[src/cbg_pkg.sv]
// cross blur glow package: shared constants, command flags, sequencer states
// and the blur and glow arithmetic helpers
// depends on nothing
package cbg_pkg;

	// default row store depth
	localparam int MAX_WIDTH_DEF = 32;

	// field widths
	localparam int CH_W     = 8;
	localparam int PIX_W    = 3 * CH_W;
	localparam int GAIN_W   = 8;
	localparam int FW_W     = 6;
	localparam int FH_W     = 8;
	localparam int CFG_W    = 8;
	localparam int CFG_IDX_W = 2;
	localparam int SUM_W    = 11;

	// register indexes
	localparam logic [CFG_IDX_W-1:0] CFG_GAIN   = 2'd0;
	localparam logic [CFG_IDX_W-1:0] CFG_WIDTH  = 2'd1;
	localparam logic [CFG_IDX_W-1:0] CFG_HEIGHT = 2'd2;

	// register reset values
	localparam logic [GAIN_W-1:0] GAIN_RST   = 8'd0;
	localparam logic [FW_W-1:0]   WIDTH_RST  = 6'd32;
	localparam logic [FH_W-1:0]   HEIGHT_RST = 8'd32;

	// depth of the command queue between front and back
	localparam int QUEUE_DEPTH = 2;

	// divide by six as multiply by ceil(2^13 / 6), exact for sums below 2048
	localparam logic [SUM_W-1:0] DIV6_MUL = 11'd1366;

	// per-word flags produced by the front
	typedef struct packed {
		logic sel;        // store receiving the current row
		logic emit;       // row above exists, one result for this word
		logic up_center;  // second row of the frame, up clamps to centre
		logic flush;      // last word of the frame, whole last row follows
	} cmd_flags_t;

	// back sequencer states
	typedef enum logic [2:0] {
		ST_IDLE,
		ST_RD_L,
		ST_RD_C,
		ST_RD_R,
		ST_CALC,
		ST_EMIT,
		ST_WR
	} back_state_t;

	// weighted cross sum divided by six
	function automatic logic [CH_W-1:0] div6(input logic [SUM_W-1:0] s);
		logic [2*SUM_W-1:0] p;
		p = s * DIV6_MUL;
		return p[20:13];
	endfunction

	// centre plus scaled blur, saturated
	function automatic logic [CH_W-1:0] glow_add(input logic [CH_W-1:0] c,
			input logic [CH_W-1:0] blur, input logic [GAIN_W-1:0] gain);
		logic [CH_W+GAIN_W-1:0] p;
		logic [CH_W:0]          s;
		p = blur * gain;
		s = {1'b0, c} + {1'b0, p[CH_W+GAIN_W-1:GAIN_W]};
		return s[CH_W] ? {CH_W{1'b1}} : s[CH_W-1:0];
	endfunction

endpackage

[src/cbg_front.sv]
// cross blur glow front: accepts pixel words, tracks column, row and store
// select, and classifies each word into a command for the back
// depends on cbg_pkg
module cbg_front
	import cbg_pkg::*;
#(
	parameter int MAX_WIDTH = MAX_WIDTH_DEF
) (
	input  logic                                      clk,
	input  logic                                      arst_n,
	input  logic                                      in_valid,
	output logic                                      in_stall,
	input  logic [CH_W-1:0]                           in_red,
	input  logic [CH_W-1:0]                           in_green,
	input  logic [CH_W-1:0]                           in_blue,
	input  logic [FW_W-1:0]                           frame_width,
	input  logic [FH_W-1:0]                           frame_height,
	input  logic                                      q_full,
	output logic                                      push,
	output logic [PIX_W-1:0]                          cmd_pix,
	output logic [((MAX_WIDTH > 1) ? $clog2(MAX_WIDTH) : 1)-1:0] cmd_x,
	output logic [((MAX_WIDTH > 1) ? $clog2(MAX_WIDTH) : 1)-1:0] cmd_wlast,
	output cmd_flags_t                                cmd_flags
);

	localparam int XW = (MAX_WIDTH > 1) ? $clog2(MAX_WIDTH) : 1;
	localparam logic [FW_W-1:0] MAXW = FW_W'(MAX_WIDTH);

	logic [XW-1:0]   col_q;
	logic [FH_W-1:0] row_q;
	logic            sel_q;
	logic [XW-1:0]   wlast;
	logic [FH_W-1:0] hlast;
	logic [XW-1:0]   x;
	logic [FH_W-1:0] y;
	logic            last_col;
	logic            last_row;

	// effective frame size, zero and oversize clamped
	always_comb begin
		if (frame_width == '0) begin
			wlast = '0;
		end else if (frame_width > MAXW) begin
			wlast = XW'(MAX_WIDTH - 1);
		end else begin
			wlast = XW'(frame_width - 1'b1);
		end
		hlast = (frame_height == '0) ? '0 : frame_height - 1'b1;
	end

	// position of this word, clamped after a shrink
	assign x        = (col_q > wlast) ? wlast : col_q;
	assign y        = (row_q > hlast) ? hlast : row_q;
	assign last_col = (x == wlast);
	assign last_row = (y == hlast);

	// handshake toward the queue
	assign in_stall = q_full;
	assign push     = in_valid && !q_full;

	// command contents
	assign cmd_pix             = {in_blue, in_green, in_red};
	assign cmd_x               = x;
	assign cmd_wlast           = wlast;
	assign cmd_flags.sel       = sel_q;
	assign cmd_flags.emit      = (y != '0);
	assign cmd_flags.up_center = (y == FH_W'(1));
	assign cmd_flags.flush     = last_col && last_row;

	// raster position and store select
	always_ff @(posedge clk or negedge arst_n) begin
		if (!arst_n) begin
			col_q <= '0;
			row_q <= '0;
			sel_q <= 1'b0;
		end else if (push) begin
			if (last_col && last_row) begin
				col_q <= '0;
				row_q <= '0;
				sel_q <= !sel_q;
			end else if (last_col) begin
				col_q <= '0;
				row_q <= y + 1'b1;
				sel_q <= !sel_q;
			end else begin
				col_q <= x + 1'b1;
				row_q <= y;
			end
		end
	end

endmodule

[src/cbg_queue.sv]
// cross blur glow command queue: short fifo between front and back
// depends on cbg_pkg
module cbg_queue
	import cbg_pkg::*;
#(
	parameter int DATA_W = 32,
	parameter int DEPTH  = QUEUE_DEPTH
) (
	input  logic              clk,
	input  logic              arst_n,
	input  logic              push,
	input  logic [DATA_W-1:0] din,
	output logic              full,
	input  logic              pop,
	output logic              valid,
	output logic [DATA_W-1:0] dout
);

	localparam int PW = (DEPTH > 1) ? $clog2(DEPTH) : 1;
	localparam int CW = $clog2(DEPTH + 1);

	logic [DATA_W-1:0] slot_q [DEPTH];
	logic [PW-1:0]     wr_ptr_q;
	logic [PW-1:0]     rd_ptr_q;
	logic [CW-1:0]     count_q;
	logic              do_push;
	logic              do_pop;

	assign full    = (count_q == CW'(DEPTH));
	assign valid   = (count_q != '0);
	assign dout    = slot_q[rd_ptr_q];
	assign do_push = push && !full;
	assign do_pop  = pop && valid;

	// storage
	always_ff @(posedge clk) begin
		if (do_push) begin
			slot_q[wr_ptr_q] <= din;
		end
	end

	// pointers and fill count
	always_ff @(posedge clk or negedge arst_n) begin
		if (!arst_n) begin
			wr_ptr_q <= '0;
			rd_ptr_q <= '0;
			count_q  <= '0;
		end else begin
			if (do_push) begin
				wr_ptr_q <= (wr_ptr_q == PW'(DEPTH - 1)) ? '0 : wr_ptr_q + 1'b1;
			end
			if (do_pop) begin
				rd_ptr_q <= (rd_ptr_q == PW'(DEPTH - 1)) ? '0 : rd_ptr_q + 1'b1;
			end
			if (do_push && !do_pop) begin
				count_q <= count_q + 1'b1;
			end else if (do_pop && !do_push) begin
				count_q <= count_q - 1'b1;
			end
		end
	end

endmodule

[src/cbg_back.sv]
// cross blur glow back: two row stores, a read sequencer over the cross
// neighbours, blur and glow arithmetic, and the output register
// depends on cbg_pkg
module cbg_back
	import cbg_pkg::*;
#(
	parameter int MAX_WIDTH = MAX_WIDTH_DEF
) (
	input  logic                                      clk,
	input  logic                                      arst_n,
	input  logic                                      q_valid,
	output logic                                      q_pop,
	input  logic [PIX_W-1:0]                          cmd_pix,
	input  logic [((MAX_WIDTH > 1) ? $clog2(MAX_WIDTH) : 1)-1:0] cmd_x,
	input  logic [((MAX_WIDTH > 1) ? $clog2(MAX_WIDTH) : 1)-1:0] cmd_wlast,
	input  cmd_flags_t                                cmd_flags,
	input  logic [GAIN_W-1:0]                         glow_gain,
	output logic                                      out_valid,
	input  logic                                      out_stall,
	output logic [CH_W-1:0]                           out_red,
	output logic [CH_W-1:0]                           out_green,
	output logic [CH_W-1:0]                           out_blue,
	output logic                                      frame_end,
	output logic                                      run_last
);

	localparam int XW = (MAX_WIDTH > 1) ? $clog2(MAX_WIDTH) : 1;

	// row stores
	logic [PIX_W-1:0] mem_a [MAX_WIDTH];
	logic [PIX_W-1:0] mem_b [MAX_WIDTH];
	logic [PIX_W-1:0] rd_a_q;
	logic [PIX_W-1:0] rd_b_q;

	// current word
	back_state_t      st_q;
	back_state_t      st_d;
	cmd_flags_t       flags_q;
	logic [PIX_W-1:0] pix_q;
	logic [XW-1:0]    idx_q;
	logic [XW-1:0]    wlast_q;
	logic             flushing_q;

	// neighbour and arithmetic registers
	logic [PIX_W-1:0] l_q;
	logic [PIX_W-1:0] o_q;
	logic [PIX_W-1:0] c_q;
	logic [CH_W-1:0]  blur_q [3];

	// output register
	logic             out_valid_q;
	logic [CH_W-1:0]  out_red_q;
	logic [CH_W-1:0]  out_green_q;
	logic [CH_W-1:0]  out_blue_q;
	logic             frame_end_q;
	logic             run_last_q;

	// control
	logic             out_free;
	logic             out_load;
	logic             mem_we;
	logic             cap_lo;
	logic             cap_c;
	logic             blur_ld;
	logic             last_idx;
	logic             center_is_b;
	logic [XW-1:0]    lft;
	logic [XW-1:0]    rgt;
	logic [XW-1:0]    caddr;
	logic [XW-1:0]    addr_a;
	logic [XW-1:0]    addr_b;
	logic [PIX_W-1:0] crd;
	logic [PIX_W-1:0] ord;
	logic [PIX_W-1:0] up_pix;
	logic [PIX_W-1:0] dn_pix;

	assign out_free = !out_valid_q || !out_stall;
	assign last_idx = (idx_q == wlast_q);

	// next state
	always_comb begin
		st_d = st_q;
		case (st_q)
			ST_IDLE: begin
				if (q_valid) begin
					st_d = cmd_flags.emit ? ST_RD_L : ST_WR;
				end
			end
			ST_RD_L: st_d = ST_RD_C;
			ST_RD_C: st_d = ST_RD_R;
			ST_RD_R: st_d = ST_CALC;
			ST_CALC: st_d = ST_EMIT;
			ST_EMIT: begin
				if (out_free) begin
					if (!flushing_q) begin
						st_d = ST_WR;
					end else begin
						st_d = last_idx ? ST_IDLE : ST_RD_L;
					end
				end
			end
			ST_WR: st_d = flags_q.flush ? ST_RD_L : ST_IDLE;
			default: st_d = ST_IDLE;
		endcase
	end

	// state outputs
	always_comb begin
		q_pop    = 1'b0;
		mem_we   = 1'b0;
		cap_lo   = 1'b0;
		cap_c    = 1'b0;
		blur_ld  = 1'b0;
		out_load = 1'b0;
		caddr    = idx_q;
		case (st_q)
			ST_IDLE: q_pop = q_valid;
			ST_RD_L: caddr = lft;
			ST_RD_C: cap_lo = 1'b1;
			ST_RD_R: begin
				cap_c = 1'b1;
				caddr = rgt;
			end
			ST_CALC: blur_ld = 1'b1;
			ST_EMIT: out_load = out_free;
			ST_WR:   mem_we = 1'b1;
			default: q_pop = 1'b0;
		endcase
	end

	// neighbour addresses, clamped at the row ends
	assign lft = (idx_q == '0) ? '0 : idx_q - 1'b1;
	assign rgt = (idx_q >= wlast_q) ? wlast_q : idx_q + 1'b1;

	// centre row is the previous row for a normal word, the current one on flush
	assign center_is_b = flushing_q ? flags_q.sel : !flags_q.sel;
	assign addr_a      = center_is_b ? idx_q : caddr;
	assign addr_b      = center_is_b ? caddr : idx_q;
	assign crd         = center_is_b ? rd_b_q : rd_a_q;
	assign ord         = center_is_b ? rd_a_q : rd_b_q;

	// row store write and registered read
	always_ff @(posedge clk) begin
		if (mem_we && !flags_q.sel) begin
			mem_a[idx_q] <= pix_q;
		end
		if (mem_we && flags_q.sel) begin
			mem_b[idx_q] <= pix_q;
		end
		rd_a_q <= mem_a[addr_a];
		rd_b_q <= mem_b[addr_b];
	end

	// up and down neighbours
	always_comb begin
		if (flushing_q) begin
			up_pix = flags_q.emit ? o_q : c_q;
			dn_pix = c_q;
		end else begin
			up_pix = flags_q.up_center ? c_q : o_q;
			dn_pix = pix_q;
		end
	end

	// sequencer control registers
	always_ff @(posedge clk or negedge arst_n) begin
		if (!arst_n) begin
			st_q       <= ST_IDLE;
			flushing_q <= 1'b0;
			flags_q    <= '0;
		end else begin
			st_q <= st_d;
			if (q_pop) begin
				flags_q    <= cmd_flags;
				flushing_q <= 1'b0;
			end else if (mem_we && flags_q.flush) begin
				flushing_q <= 1'b1;
			end
		end
	end

	// word payload and index
	always_ff @(posedge clk) begin
		if (q_pop) begin
			pix_q   <= cmd_pix;
			idx_q   <= cmd_x;
			wlast_q <= cmd_wlast;
		end else if (mem_we && flags_q.flush) begin
			idx_q <= '0;
		end else if (out_load && flushing_q && !last_idx) begin
			idx_q <= idx_q + 1'b1;
		end
	end

	// neighbour capture from the store reads
	always_ff @(posedge clk) begin
		if (cap_lo) begin
			l_q <= crd;
			o_q <= ord;
		end
		if (cap_c) begin
			c_q <= crd;
		end
	end

	// cross sum and divide by six, right neighbour straight from the read
	always_ff @(posedge clk) begin
		if (blur_ld) begin
			for (int k = 0; k < 3; k++) begin
				blur_q[k] <= div6({2'b0, c_q[k*CH_W +: CH_W], 1'b0}
					+ SUM_W'(l_q[k*CH_W +: CH_W])
					+ SUM_W'(crd[k*CH_W +: CH_W])
					+ SUM_W'(up_pix[k*CH_W +: CH_W])
					+ SUM_W'(dn_pix[k*CH_W +: CH_W]));
			end
		end
	end

	// output register valid
	always_ff @(posedge clk or negedge arst_n) begin
		if (!arst_n) begin
			out_valid_q <= 1'b0;
		end else if (out_load) begin
			out_valid_q <= 1'b1;
		end else if (!out_stall) begin
			out_valid_q <= 1'b0;
		end
	end

	// glow and output payload
	always_ff @(posedge clk) begin
		if (out_load) begin
			out_red_q   <= glow_add(c_q[CH_W-1:0], blur_q[0], glow_gain);
			out_green_q <= glow_add(c_q[2*CH_W-1:CH_W], blur_q[1], glow_gain);
			out_blue_q  <= glow_add(c_q[3*CH_W-1:2*CH_W], blur_q[2], glow_gain);
			frame_end_q <= flushing_q && last_idx;
			run_last_q  <= flushing_q ? last_idx : !flags_q.flush;
		end
	end

	assign out_valid = out_valid_q;
	assign out_red   = out_red_q;
	assign out_green = out_green_q;
	assign out_blue  = out_blue_q;
	assign frame_end = frame_end_q;
	assign run_last  = run_last_q;

	// the frame's final word always closes its run
	a_end_closes_run: assert property (@(posedge clk) disable iff (!arst_n)
		out_valid_q && frame_end_q |-> run_last_q)
		else $error("frame_end word without run_last");

	// working index stays inside the row
	a_idx_in_row: assert property (@(posedge clk) disable iff (!arst_n)
		st_q != ST_IDLE |-> idx_q <= wlast_q)
		else $error("row index beyond last column");

	// flush mode only for the frame's last word
	a_flush_owner: assert property (@(posedge clk) disable iff (!arst_n)
		flushing_q |-> flags_q.flush)
		else $error("flush pass on a word that does not end the frame");

	// the frame's final result returns the sequencer to idle
	a_flush_done: assert property (@(posedge clk) disable iff (!arst_n)
		out_load && flushing_q && last_idx |=> st_q == ST_IDLE)
		else $error("sequencer busy after the last flush word");

endmodule

[src/cross_blur_glow.sv]
// cross blur glow top: five-point cross blur with additive glow, one row late.
// an emitting word runs three centre-row reads, left, centre and right, then calc and emit.
// a pixel is worked through before the next is popped; a frame's first row only
// writes its store, and the frame's last pixel adds a read, calc and emit pass
// per word of the flushed row, paced by the single read port of each row store.
// reset clears position, store select, sequencer, queue and registers; no sweep.
module cross_blur_glow
	import cbg_pkg::*;
#(
	parameter int MAX_WIDTH = MAX_WIDTH_DEF
) (
	input  logic                 clk,
	input  logic                 arst_n,
	input  logic                 cfg_write,
	input  logic [CFG_IDX_W-1:0] cfg_index,
	input  logic [CFG_W-1:0]     cfg_data,
	input  logic                 in_valid,
	output logic                 in_stall,
	input  logic [CH_W-1:0]      in_red,
	input  logic [CH_W-1:0]      in_green,
	input  logic [CH_W-1:0]      in_blue,
	output logic                 out_valid,
	input  logic                 out_stall,
	output logic [CH_W-1:0]      out_red,
	output logic [CH_W-1:0]      out_green,
	output logic [CH_W-1:0]      out_blue,
	output logic                 frame_end,
	output logic                 run_last
);

	localparam int XW     = (MAX_WIDTH > 1) ? $clog2(MAX_WIDTH) : 1;
	localparam int FLAG_W = $bits(cmd_flags_t);
	localparam int DATA_W = FLAG_W + 2 * XW + PIX_W;

	logic [GAIN_W-1:0] gain_q;
	logic [FW_W-1:0]   width_q;
	logic [FH_W-1:0]   height_q;

	logic              push;
	logic              q_full;
	logic              q_pop;
	logic              q_valid;
	logic [DATA_W-1:0] q_din;
	logic [DATA_W-1:0] q_dout;
	logic [PIX_W-1:0]  f_pix;
	logic [XW-1:0]     f_x;
	logic [XW-1:0]     f_wlast;
	cmd_flags_t        f_flags;
	logic [PIX_W-1:0]  b_pix;
	logic [XW-1:0]     b_x;
	logic [XW-1:0]     b_wlast;
	cmd_flags_t        b_flags;

	// configuration registers
	always_ff @(posedge clk or negedge arst_n) begin
		if (!arst_n) begin
			gain_q   <= GAIN_RST;
			width_q  <= WIDTH_RST;
			height_q <= HEIGHT_RST;
		end else if (cfg_write) begin
			case (cfg_index)
				CFG_GAIN:   gain_q   <= cfg_data[GAIN_W-1:0];
				CFG_WIDTH:  width_q  <= cfg_data[FW_W-1:0];
				CFG_HEIGHT: height_q <= cfg_data[FH_W-1:0];
				default:    gain_q   <= gain_q;
			endcase
		end
	end

	// front: position tracking and classification
	cbg_front #(
		.MAX_WIDTH (MAX_WIDTH)
	) u_front (
		.clk          (clk),
		.arst_n       (arst_n),
		.in_valid     (in_valid),
		.in_stall     (in_stall),
		.in_red       (in_red),
		.in_green     (in_green),
		.in_blue      (in_blue),
		.frame_width  (width_q),
		.frame_height (height_q),
		.q_full       (q_full),
		.push         (push),
		.cmd_pix      (f_pix),
		.cmd_x        (f_x),
		.cmd_wlast    (f_wlast),
		.cmd_flags    (f_flags)
	);

	// command word packing
	assign q_din = {f_flags, f_wlast, f_x, f_pix};
	assign {b_flags, b_wlast, b_x, b_pix} = q_dout;

	// queue between front and back
	cbg_queue #(
		.DATA_W (DATA_W),
		.DEPTH  (QUEUE_DEPTH)
	) u_queue (
		.clk    (clk),
		.arst_n (arst_n),
		.push   (push),
		.din    (q_din),
		.full   (q_full),
		.pop    (q_pop),
		.valid  (q_valid),
		.dout   (q_dout)
	);

	// back: row stores, blur and glow
	cbg_back #(
		.MAX_WIDTH (MAX_WIDTH)
	) u_back (
		.clk       (clk),
		.arst_n    (arst_n),
		.q_valid   (q_valid),
		.q_pop     (q_pop),
		.cmd_pix   (b_pix),
		.cmd_x     (b_x),
		.cmd_wlast (b_wlast),
		.cmd_flags (b_flags),
		.glow_gain (gain_q),
		.out_valid (out_valid),
		.out_stall (out_stall),
		.out_red   (out_red),
		.out_green (out_green),
		.out_blue  (out_blue),
		.frame_end (frame_end),
		.run_last  (run_last)
	);

endmodule
[config.mk]
export PLATFORM = sky130hd
export DESIGN_NAME = cross_blur_glow
export DESIGN_NICKNAME = d
export VERILOG_FILES = /design/src/cbg_pkg.sv /design/src/cbg_front.sv /design/src/cbg_queue.sv /design/src/cbg_back.sv /design/src/cross_blur_glow.sv
export SDC_FILE = /design/constraint.sdc
export NUM_CORES = 2
export LEC_CHECK = 0
export BUFFER_PORTS_ARGS = -buffer_cell sky130_fd_sc_hd__buf_2
export CORE_MARGIN = 1
export CORE_UTILIZATION = 65
export DETAILED_ROUTE_END_ITERATION = 8
export PLACE_DENSITY = 0.87
export SLEW_MARGIN = 40
export SYNTH_ARGS = -nofsm -noshare
export SYNTH_HDL_FRONTEND = slang
export SYNTH_HIERARCHICAL = 1
export SYNTH_SLANG_ARGS = --single-unit
[constraint.sdc]
create_clock -name clk -period 17.6 [get_ports clk]
set_input_delay 3.52 -clock clk [delete_from_list [all_inputs] [get_ports clk]]
set_output_delay 3.52 -clock clk [all_outputs]
set_load 0.005 [all_outputs]
==> metrics.txt <==
status=completed; post-synthesis async set-or-reset flop share=2.63%; Tightest Pin Transition=1.03 ns; Gates resized, CTS repair=0; vias per cell=6.71; DRT Pass-1 Iters=6; register-to-register setup slack=7.57 ns; Die Span Y=373 µm; CP required=18.17 ns; Setup CP Type=reg2reg; Syn Inst Count=6245; Final Setup Violations=0; top flop regs=u_back/mem_a (768), u_back/mem_b (768), u_queue/slot_q (76); final hold violations=0; first-pass GRT wire length=339000 µm; DIE AREA=0.139 mm²; Clock Latency Late Sink=0.83 ns; synth unique cells=89; unrepaired setup endpoints after global routing=false; Critical Path AT=10.60 ns; Global Route Usage Sum=32.7%; CP Launch Type=flop; drt initial violations=7861; IO Port Bufs=66; CTS clk-pin slew, worst paths=0.07 ns; Synth Area per Inst=14.3 µm²; Post-DP HPWL=131000 µm; CTS root buffer=clkbuf_16; worst r2r src=u_back/flushing_q$_DFFE_PN0P_; area grow syn2layout=9.94%; core footprint=0.136 mm²; Fin Clk Skew=0.0336 ns; CP max stage delay=0.72 ns; grt ovf=0; post-route ant nets=0; most frequent cells after synthesis=edfxtp_1, mux2i_1, nand2_1; Hold Buf Count CTS=0; Worst Setup EP=u_back/blur_q[0][7]$_DFFE_PN_; CTS tree=built; largest net degree at the start of global routing=119; Max clock buf depth=3; Slew Limit Fails=0; post-synth top area cell=edfxtp_1; cell mode on critical path=fa_1; antenna violations before repair=14; Peak Freq=99.7 MHz; Top Ports=67; Critical path origin=u_back/flushing_q$_DFFE_PN0P_; FF+latch count, synth=1865; post-synthesis sequential area ratio=61.9%; clk sinks=1865; via count=55.2k; Synth Flop Type=edfxtp_1; critical path endpoint category=flop; R2R depth=34; syn nets=6908; H-Tree Depth=4; row count=135; number of global-route vias before repair=56.4k; Crit-path slowest cell=a2111oi_0; Post CTS Setup Buffer Count=0; Post-Synthesis Cell Area=0.0893 mm²; synth warn=6; part of the cycle the worst path needs=57.0%; Die X=373 µm; Initial Util=65.7%; max cap viols=0; HP Class=reg2reg; Post-route DRC=0; GP Congestion=0.881; Final nets=6963; final worst slack=7.57 ns; Synth area leaders=edfxtp_1, mux2i_1, fa_1; DR WL/cell=27.9 µm; setup TNS=0 ns; most frequent cell after synthesis=edfxtp_1; relative slew slack=31.0%; Setup WS pre-CTS=7.64 ns; Routed WL=230000 µm; largest fanout on the critical path=51; EDFF count, synth=1768; top cell type's share of synthesized area=59.5%; min Tclk post-route=10.03 ns; cts bufs inserted=177; Reg-to-Reg End=u_back/blur_q[0][7]$_DFFE_PN_; share of cells above drive strength 1=12.4%
==> worst min-delay path by stage <==
| stage | cells after the start | from | to |
|---|---|---|---|
| after floorplan | 1 | u_front/sel_q$_DFFE_PN0P_ | u_front/sel_q$_DFFE_PN0P_ |
| after global placement | 2 | u_front/col_q[0]$_DFFE_PN0P_ | u_front/col_q[0]$_DFFE_PN0P_ |
| after detailed placement | 0 | u_front/sel_q$_DFFE_PN0P_ | u_queue/slot_q[1][37]$_DFFE_PP_ |
| after CTS | 0 | u_front/sel_q$_DFFE_PN0P_ | u_queue/slot_q[1][37]$_DFFE_PP_ |
| after global routing | 1 | u_back/flags_q[2]$_DFFE_PN0P_ | u_back/flags_q[2]$_DFFE_PN0P_ |
| final | 0 | u_front/sel_q$_DFFE_PN0P_ | u_queue/slot_q[0][37]$_DFFE_PP_ |
==> per-stage QoR <==
stage / cell area [µm²] / utilization [%] / instances / hold WS [ns]
global route: 98200 / 72.3 / 8228 / 0.522
floorplan: 89300 / - / 6245 / 0.443
detailed placement: 92000 / 67.8 / 7892 / 0.487
CTS: 97800 / 72.0 / 8217 / 0.505
finish: 98200 / 72.3 / 8230 / 0.504
global placement: 91800 / 67.6 / 7883 / 0.463
==> layout by cell type, fill, tap and decap left out, drive strengths merged, types with 11 or more instances in the layout <==
cell type and instances:
and3 11, a221oi 140, o21a 11, o31ai 16
bufinv 13, nor2 160, mux4 23, o21ai 62
nand2 519, mux2 178, a21o 18, xnor2 85
nor3 48, fa 255, dfxtp 48, edfxtp 1768
a22oi 102, clkbuf 233, nand2b 20, a22o 28
or3 19, dfrtp 47, nand3 34, o21bai 25
xor2 36, o2111ai 95, o22ai 100, clkinv 69
ha 369, and2 251, buf 221, mux2i 521
nor2b 13, nor4 31, a32o 24, a21oi 281
inv 478
==> final cells by class <==
cell class / instances / area (µm²)
repair buffers: 224 / 1940
clock inverters: 95 / 918
flip-flops and latches: 1865 / 55300
well taps: 1781 / 2230
clock buffers: 230 / 4840
fillers: 7887 / 37600
diodes: 3 / 7.51
multi-input cells: 3561 / 31200
inverters: 471 / 1770
==> logic make-up after synthesis <==
logic type / Yosys count / share of synthesized area (%)
flops: 1865 / 61.9
simple gates: 1146 / 6.11
compound gates: 948 / 7.43
buf+inv: 819 / 3.75
mux: 722 / 8.71
fa+ha+maj: 624 / 10.9
xor+xnor: 121 / 1.20
==> per-layer routing <==
metal	wire, µm	up-vias	GRT usage [%]
li1	-	23239	-
met1	77800	27382	40.7
met2	111000	3844	53.4
met3	28100	765	7.94
met4	12800	10	17.3
met5	68	-	0
==> critical path: cells and delay by family (launching register included) <==
family                     cells  cell delay, ns
AOI/OAI and AO/OA             10            2.72
and+or+nand+nor                4            0.76
DFF                            1            0.41
buffers and inverters          7            1.23
xor gates and xnor gates       3            0.60
adders and majority gates     10            4.07
Power is left out: the tool's default activity adds up to more than one toggle a clock period on the data nets, which glitch-free logic cannot reach.
